`src/rtl/orwl_pkg.sv`:
```
// Package for the overwriting record ring with offset lookup.
// Holds the depth constant, the command and response structs and the cell structs.
// No dependencies; imported by orwl_cell and the top level.
package orwl_pkg;

	// Ring depth and slot tag width
	localparam int DEPTH  = 16;
	localparam int SLOT_W = (DEPTH > 1) ? $clog2(DEPTH) : 1;

	// Command kinds
	localparam logic KIND_ADD  = 1'b0;
	localparam logic KIND_FIND = 1'b1;

	// Command transaction
	typedef struct packed {
		logic        kind;
		logic [31:0] entry_handle;
		logic [15:0] add_size;
		logic [19:0] byte_pos;
	} req_t;

	// Response transaction
	typedef struct packed {
		logic        found;
		logic [3:0]  slot_index;
		logic [31:0] found_handle;
		logic [15:0] found_size;
		logic [15:0] byte_within;
	} rsp_t;

	// Record held by one cell and shifted to its neighbor on an add
	typedef struct packed {
		logic              valid;
		logic [SLOT_W-1:0] slot;
		logic [31:0]       handle;
		logic [15:0]       size;
	} rec_t;

	// Lookup token walking the chain from oldest to newest record
	typedef struct packed {
		logic              valid;
		logic              hit;
		logic [19:0]       remaining;
		logic [SLOT_W-1:0] slot;
		logic [31:0]       handle;
		logic [15:0]       size;
		logic [15:0]       in_ofs;
	} tok_t;

endpackage

```
`src/rtl/orwl_cell.sv`:
```
// One cell of the record chain: holds one record and one stage of the lookup token.
// Records shift toward higher cells on an add; the token moves toward cell 0 each cycle.
// Depends on orwl_pkg.
module orwl_cell
	import orwl_pkg::*;
(
	input  logic clk,
	input  logic arst_n,
	input  logic shift_en,
	input  rec_t rec_in,
	output rec_t rec_out,
	input  tok_t tok_in,
	output tok_t tok_out
);

	logic              rec_valid_q;
	logic [SLOT_W-1:0] rec_slot_q;
	logic [31:0]       rec_handle_q;
	logic [15:0]       rec_size_q;
	logic              tok_valid_q;
	tok_t              tok_q;
	tok_t              tok_nxt;
	logic              probe;
	logic              match;

	// Record storage: valid bit is reset, payload is not
	always_ff @(posedge clk or negedge arst_n) begin
		if (!arst_n) begin
			rec_valid_q <= 1'b0;
		end else if (shift_en) begin
			rec_valid_q <= rec_in.valid;
		end
	end

	always_ff @(posedge clk) begin
		if (shift_en) begin
			rec_slot_q   <= rec_in.slot;
			rec_handle_q <= rec_in.handle;
			rec_size_q   <= rec_in.size;
		end
	end

	assign rec_out = '{valid: rec_valid_q, slot: rec_slot_q, handle: rec_handle_q,
		size: rec_size_q};

	// Token step: match when the remaining offset falls inside this record,
	// otherwise charge this record's size against the offset
	assign probe = tok_in.valid && !tok_in.hit && rec_valid_q;
	assign match = probe && (tok_in.remaining < {4'b0, rec_size_q});

	always_comb begin
		tok_nxt = tok_in;
		if (match) begin
			tok_nxt.hit    = 1'b1;
			tok_nxt.slot   = rec_slot_q;
			tok_nxt.handle = rec_handle_q;
			tok_nxt.size   = rec_size_q;
			tok_nxt.in_ofs = tok_in.remaining[15:0];
		end else if (probe) begin
			tok_nxt.remaining = tok_in.remaining - {4'b0, rec_size_q};
		end
	end

	// Token register: valid is reset, payload is not
	always_ff @(posedge clk or negedge arst_n) begin
		if (!arst_n) begin
			tok_valid_q <= 1'b0;
		end else begin
			tok_valid_q <= tok_nxt.valid;
		end
	end

	always_ff @(posedge clk) begin
		tok_q <= tok_nxt;
	end

	always_comb begin
		tok_out       = tok_q;
		tok_out.valid = tok_valid_q;
	end

endmodule

```
`src/rtl/overwriting_ring_with_offset_lookup.sv`:
```
// Add: no response; busy stays low, so a new command may follow in the next cycle.
// Find: the token crosses the DEPTH-cell chain one cell per cycle, entering at cell DEPTH-1
// and ending at cell 0, where done rises with the response. busy is high, and no command is
// accepted, until the token reaches cell 0. The receiver cannot stall.
// Async active-low reset empties the ring and drops any lookup in flight; no clearing pass.
// Top level: chain of orwl_cell records plus write slot counter; depends on orwl_pkg, orwl_cell.
module overwriting_ring_with_offset_lookup
	import orwl_pkg::*;
(
	input  logic clk,
	input  logic arst_n,
	input  logic start,
	output logic busy,
	input  req_t req,
	output logic done,
	output rsp_t rsp
);

	logic [SLOT_W-1:0] write_slot_q;
	logic              do_add;
	logic              do_find;
	rec_t              rec_in   [DEPTH];
	rec_t              rec_out  [DEPTH];
	tok_t              tok_in   [DEPTH];
	tok_t              tok_out  [DEPTH];
	logic [DEPTH-1:0]  tok_busy;

	assign do_add  = start && !busy && (req.kind == KIND_ADD);
	assign do_find = start && !busy && (req.kind == KIND_FIND);

	// Write slot counter, wraps at DEPTH
	always_ff @(posedge clk or negedge arst_n) begin
		if (!arst_n) begin
			write_slot_q <= '0;
		end else if (do_add) begin
			if (write_slot_q == SLOT_W'(DEPTH - 1)) begin
				write_slot_q <= '0;
			end else begin
				write_slot_q <= write_slot_q + SLOT_W'(1);
			end
		end
	end

	// Cell chain: cell 0 holds the newest record, the oldest sits highest
	for (genvar i = 0; i < DEPTH; i++) begin : g_cell
		if (i == 0) begin : g_head
			assign rec_in[i] = '{valid: 1'b1, slot: write_slot_q,
				handle: req.entry_handle, size: req.add_size};
		end else begin : g_link
			assign rec_in[i] = rec_out[i-1];
		end

		if (i == DEPTH - 1) begin : g_inject
			assign tok_in[i] = '{valid: do_find, hit: 1'b0, remaining: req.byte_pos,
				slot: '0, handle: '0, size: '0, in_ofs: '0};
		end else begin : g_pass
			assign tok_in[i] = tok_out[i+1];
		end

		orwl_cell u_cell (
			.clk      (clk),
			.arst_n   (arst_n),
			.shift_en (do_add),
			.rec_in   (rec_in[i]),
			.rec_out  (rec_out[i]),
			.tok_in   (tok_in[i]),
			.tok_out  (tok_out[i])
		);

		assign tok_busy[i] = tok_out[i].valid;
	end

	// Busy while the token is still upstream of the last cell
	assign busy = |tok_busy[DEPTH-1:1];

	// Response from the last cell of the walk
	assign done             = tok_out[0].valid;
	assign rsp.found        = tok_out[0].hit;
	assign rsp.slot_index   = 4'(tok_out[0].slot);
	assign rsp.found_handle = tok_out[0].handle;
	assign rsp.found_size   = tok_out[0].size;
	assign rsp.byte_within  = tok_out[0].in_ofs;

	// Checks
	a_one_token: assert property (@(posedge clk) disable iff (!arst_n)
		$countones(tok_busy) <= 1)
		else $error("more than one lookup token in the chain");

	a_find_busy: assert property (@(posedge clk) disable iff (!arst_n)
		do_find |=> busy)
		else $error("busy not raised after a find was accepted");

	a_done_idle: assert property (@(posedge clk) disable iff (!arst_n)
		done |-> !busy)
		else $error("response strobe while the chain is still busy");

	a_miss_zero: assert property (@(posedge clk) disable iff (!arst_n)
		(done && !rsp.found) |-> (rsp.slot_index == 4'd0 && rsp.found_handle == 32'd0
			&& rsp.found_size == 16'd0 && rsp.byte_within == 16'd0))
		else $error("not-found response carries nonzero fields");

	a_add_head: assert property (@(posedge clk) disable iff (!arst_n)
		do_add |=> rec_out[0].valid)
		else $error("head cell not valid after an add");

endmodule
```
`config.mk`:
```
export PLATFORM = sky130hd
export DESIGN_NAME = overwriting_ring_with_offset_lookup
export DESIGN_NICKNAME = d
export VERILOG_FILES = /design/src/rtl/orwl_pkg.sv /design/src/rtl/orwl_cell.sv /design/src/rtl/overwriting_ring_with_offset_lookup.sv
export SDC_FILE = /design/constraint.sdc
export NUM_CORES = 2
export LEC_CHECK = 0
export BUFFER_PORTS_ARGS = -buffer_cell sky130_fd_sc_hd__buf_2
export CELL_PAD_IN_SITES_DETAIL_PLACEMENT = 1
export CELL_PAD_IN_SITES_GLOBAL_PLACEMENT = 2
export CORE_ASPECT_RATIO = 0.75
export CORE_MARGIN = 5
export CORE_UTILIZATION = 49
export CTS_CLUSTER_SIZE = 8
export DETAILED_ROUTE_END_ITERATION = 7
export GPL_ROUTABILITY_DRIVEN = 0
export PLACE_DENSITY = 0.82
export SYNTH_ARGS = -nofsm -noshare
export SYNTH_HDL_FRONTEND = slang
export SYNTH_HIERARCHICAL = 1
export SYNTH_SLANG_ARGS = --single-unit
export TNS_END_PERCENT = 5
```
`constraint.sdc`:
```
create_clock -name clk -period 40.9 [get_ports clk]
set_input_delay 10.225 -clock clk [delete_from_list [all_inputs] [get_ports clk]]
set_output_delay 10.225 -clock clk [all_outputs]
set_load 0.005 [all_outputs]
```
# Word-level counts from Yosys, hierarchy flattened
# Cells that the tools add are included.
totals:
  ff_bits: 2272
  word_cells: 324
  out_inout_bits: 71
op_classes:
  eq_ne: 1
  n_mux: 47
  add_sub_neg: 16
  bitwise: 1
  n_reduce_logical: 67
  order_cmp: 16
ops:
  columns: ["operator", "count"]
  rows:
  - ["68-bit two-way mux", 15]
  - ["20-bit two-way mux", 30]
  - ["20-bit by 16-bit less-than comparator with 1-bit output", 16]
  - ["20-bit by 16-bit subtractor with 20-bit output", 15]
  - ["1-bit logical AND", 50]
  - ["1-bit zero test", 16]
  - ["15-bit OR reduction", 1]
  - ["4-bit by 1-bit adder with 4-bit output, second input constant", 1]
  - ["4-bit equality test, second input constant", 1]
  - ["4-bit two-way mux", 1]
  - ["1-bit two-way mux", 1]
  - ["1-bit inverter", 1]

# Logic depth before layout (Yosys ltp)
logic_depth:
  word_depth: 7
  ltp_mapped: 12
  ltp_nobuf: 10

# Cells and area by module
# The synthesis kept the hierarchy.
by_module_without_submodules:
  columns: ["module", "instances", "cells_per_inst", "seq_area_each_um2", "area_each_um2"]
  rows:
  - ["orwl_cell (g_cell[14].u_cell ...)", 11, 413, 3393.3, 5497.8]
  - ["orwl_cell (g_cell[0].u_cell ...)", 4, 412, 3393.3, 5590.4]
  - ["orwl_cell (g_cell[12].u_cell)", 1, 411, 3393.3, 5484.0]
  - ["overwriting_ring_with_offset_lookup", 1, 27, 100.1, 285.3]

# Worst setup path before layout
# OpenSTA, ideal clock, no wires.
synth_timing:
  path_type: "input -> register"
  from: "input start"
  to: "register g_cell[0].u_cell.rec_valid_q"
  t_arrival_ns: 33.266
  required_ns: 40.728
  stages: 2
  path_buffers: 0
  setup_slack_ns: 7.461
  setup_time_ns: 0.172
  cell_sequence: "nor3b_4 mux2_2"
synth_via:
  elab_chain_len: 2
synth_rtl:
  columns: ["element", "line", "source"]
  rows:
  - ["from (decl)", "overwriting_ring_with_offset_lookup.sv:12", "input logic start,"]
  - ["1-bit logical AND (2 in series)", "overwriting_ring_with_offset_lookup.sv:28", "assign do_add = start && !busy && (req.kind == KIND_ADD);"]
  - ["to (signal assigned)", "orwl_cell.sv:31", "rec_valid_q <= rec_in.valid;"]
  - ["to (decl)", "orwl_cell.sv:16", "logic rec_valid_q;"]
# No other way between the ends.
# A chain may end at the register's enable or synchronous reset.

# Final worst setup path
layout_timing:
  from: "input req[68] (netlist bit)"
  to: "register g_cell[0].u_cell.rec_handle_q[24] (enable)"
layout_via:
  elab_chain_len: 2
layout_rtl:
  columns: ["element", "line", "source"]
  rows:
  - ["from (decl)", "overwriting_ring_with_offset_lookup.sv:14", "input req_t req,"]
  - ["1-bit inverter", "overwriting_ring_with_offset_lookup.sv:28", null]
  - ["1-bit logical AND", "overwriting_ring_with_offset_lookup.sv:28", null]
  - ["net do_add", "overwriting_ring_with_offset_lookup.sv:20", "logic do_add;"]
  - ["to (signal assigned)", "orwl_cell.sv:38", "rec_handle_q <= rec_in.handle;"]
  - ["to (decl)", "orwl_cell.sv:18", "logic [31:0] rec_handle_q;"]
# The timed path passes the listed nets, and every way through them passes these cells.

==> impl_metrics.py <==
metrics = {
    "clock_tree": {
        "clock-root-buffer": "clkbuf_16",
        "clock_insertion_delay_worst_skew_ns": 0.92,
        "cts.path.max_buffers": 4,
        "tritoncts": "yes",
        "htreeDepth": 5,
        "numCtsBuffers": 334,
        "holdBufCountCts": 0,
        "tritoncts_num_sinks": 2272,
        "postCtsResizedCells": 0,
        "post_cts_buffers": 0,
        "cts.clk_slew.worst_paths_ns": 0.06,
    },
    "floorplan": {
        "starting_density_of_the_core": 0.492,
        "die_area_sq_um": 187000,
        "num_io_pins": 143,
        "die_width_microns": 498,
        "core_area_sq_um": 178000,
        "chipHeight_microns": 376,
        "row_count": 134,
    },
    "finish": {
        "finalNetCount": 7119,
        "syn2layout_area_growth_pct": 13.4,
        "drive_above_1_share": 0.251,
        "fillerInstances": 17200,
        "finalInstanceArea_sq_um": 99000,
    },
    "critical_path": {
        "cp_data_arrival_time_ns": 14.35,
        "critPathMaxStageDelay_ns": 0.76,
        "setup.worst_path.end_class": "flip-flop",
        "critical_path.max_fanout": 61,
        "required_ns": 41.42,
        "critical_path.startpoint_type": "primary input",
        "r2r_end": "g_cell[0].u_cell/rec_handle_q[24]",
        "cp.depth": 7,
        "reg2reg_setup_slack_ns": 35.47,
        "critical-path-top-cell-by-count": "buf_4",
        "ff2ff_path_depth": 8,
        "crit_path_top_delay_cell": "buf_4",
        "critical_path_buffers_and_inverters": 6,
        "cpLargestDelayFamily": "buffers and inverters",
        "regToRegStartpoint": "g_cell[1].u_cell/tok_valid_q",
        "cp_cell_sequence": "buf_2 -> nor3b_4 -> buf_4 -> buf_4 -> buf_4 -> buf_4 -> buf_4",
        "setup.worst_path.class": "in2reg",
    },
    "routing": {
        "drt-vias-per-instance": 5.45,
        "wl_per_cell_microns": 23.9,
        "met3_wirelength_mm": 10.8,
        "wl_met1_mm": 111,
        "antenna_violating_nets_post_route": 0,
        "drt-initial-drc-count": 3533,
        "detailroute.via_count": 51200,
        "top_layer_used": "met5",
        "routed_wl_mm": 225,
        "drt_pass1_iterations": 5,
        "drc_errors": 0,
        "met2_wirelength_mm": 98.9,
    },
    "timing": {
        "finClkSkew_ns": 0.0792,
        "timing.hold.ws_ns": 0.387,
        "timing.slew.headroom": 0.178,
        "timing.setup.tns_ns": 0,
        "setup-violations-final": 0,
        "worst-slew-pin-transition_ns": 1.23,
        "finalWorstPathRequiredPeriod_ns": 13.82,
        "fin_crit_sh": 0.338,
        "rsz0062_at_grt": "no",
        "achievable-frequency_ghz": 0.0724,
        "total_count_of_max_transition_violations_in_the_final_report": 0,
        "timing_hold_violations_final": 0,
    },
    "pwr": {
        "p_leak_nw": 38.9,
        "peakVddDrop_uv": 50.1,
        "powerDensity_nw_per_um2": 61.9,
    },
    "yosys": {
        "syn_area_per_cell_sq_um": 13.5,
        "post_synth_instance_area_sq_um": 87300,
        "syn-instance-count": 6482,
        "warning_count_from_the_yosys_run": 6,
    },
    "global_route": {
        "gr-total-overflow": 0,
        "grt_first_pass_wirelength_mm": 347,
        "groute.usage.overall": 0.237,
        "grt_max_degree": 149,
        "grt_antenna_before_repair": 12,
        "grt_pass1_vias": 55500,
    },
    "worst_hold_path": {
        "holdPathStages": 0,
        "timing.hold.worst_endpoint": "g_cell[13].u_cell/rec_size_q[15]",
        "hp_class": "reg2reg",
        "hold_path.startpoint": "g_cell[12].u_cell/rec_size_q[15]",
    },
    "placed_design": {
        "place_hpwl_mm": 146,
        "detailed_place.area_sq_um": 89500,
        "place.port_buffers": 142,
    },
    "run": {
        "cap_viol_max_count": 0,
    },
    "status": {
        "status": "finished clean",
    },
}
## placed cells by master (no fill, tap or decap), types with 23 or more instances in the layout
cell type,instances
a211oi_1,24
a21o_1,54
a21oi_1,287
buf_2,142
buf_4,32
clkbuf_1,228
clkbuf_16,342
conb_1,72
dfrtp_1,36
dfxtp_1,1404
edfxtp_1,832
ha_1,256
inv_1,305
mux2_2,986
mux2_4,155
nand2_1,427
nand2b_1,62
nand3_1,60
nor2_1,122
nor2b_1,29
nor3_1,100
nor4_1,29
o211ai_1,47
o21a_1,37
o21ai_0,227
o21ai_1,78
o21bai_1,23
xnor2_1,105
xor2_1,116
## routing by layer
layer | global-route usage | up-vias
li1 | - | 23700
met1 | 0.357 | 26000
met3 | 0.0391 | 331
met2 | 0.362 | 1220
met4 | 0.0526 | 2
met5 | 0 | -
## metrics by stage
| stage | setup WS [ns] | cells | utilization | power [mW] |
|---|---|---|---|---|
| finish | 27.08 | 9397 | 0.558 | 6.13 |
| global route | 26.80 | 9396 | 0.558 | 6.39 |
| CTS | 27.05 | 9396 | 0.558 | 6.18 |
| detailed placement | 26.05 | 8819 | 0.504 | 3.62 |
| global placement | 26.11 | 8819 | 0.504 | 3.59 |
| floorplan | 7.46 | 6552 | - | 3.49 |
## state kept, by name, indices dropped and copies added, names as in the netlist
| register | flops |
|---|---|
| g_cell.u_cell/rec_handle_q | 512 |
| g_cell.u_cell/rec_size_q | 256 |
| g_cell.u_cell/rec_slot_q | 64 |
| g_cell.u_cell/rec_valid_q | 16 |
| g_cell.u_cell/tok_out | 1404 |
| g_cell.u_cell/tok_valid_q | 16 |
| write_slot_q | 4 |
## worst max-delay path by stage
stage | from | end | slack, ns
floorplan | start | g_cell[0].u_cell/rec_valid_q | 7.46
global placement | req[68] | g_cell[0].u_cell/rec_handle_q[14] | 26.11
detailed placement | req[68] | g_cell[1].u_cell/rec_handle_q[25] | 26.05
CTS | req[68] | g_cell[5].u_cell/rec_handle_q[11] | 27.05
global route | req[68] | g_cell[1].u_cell/rec_handle_q[22] | 26.80
finish | req[68] | g_cell[0].u_cell/rec_handle_q[24] | 27.08
## cell type report
type,instances,area (sq um),share of cell area
flip-flops and latches,2272,54000,0.545
multi-input cells,3687,30400,0.307
clock buffers,570,9410,0.0951
well taps,2380,2980,0.0301
inverters,305,1140,0.0116
repair buffers,175,971,0.00981
clock inverters,7,68.8,0.000695
diodes,1,2.50,0.0000253
## where the power goes
part / switching [mW] / total (mW) / internal [mW]
registers: 0.159 / 2.83 / 2.67
logic: 0.498 / 0.782 / 0.285
clock network: 0.974 / 2.52 / 1.54
No activity file was read; power rests on OpenSTA's default activity.
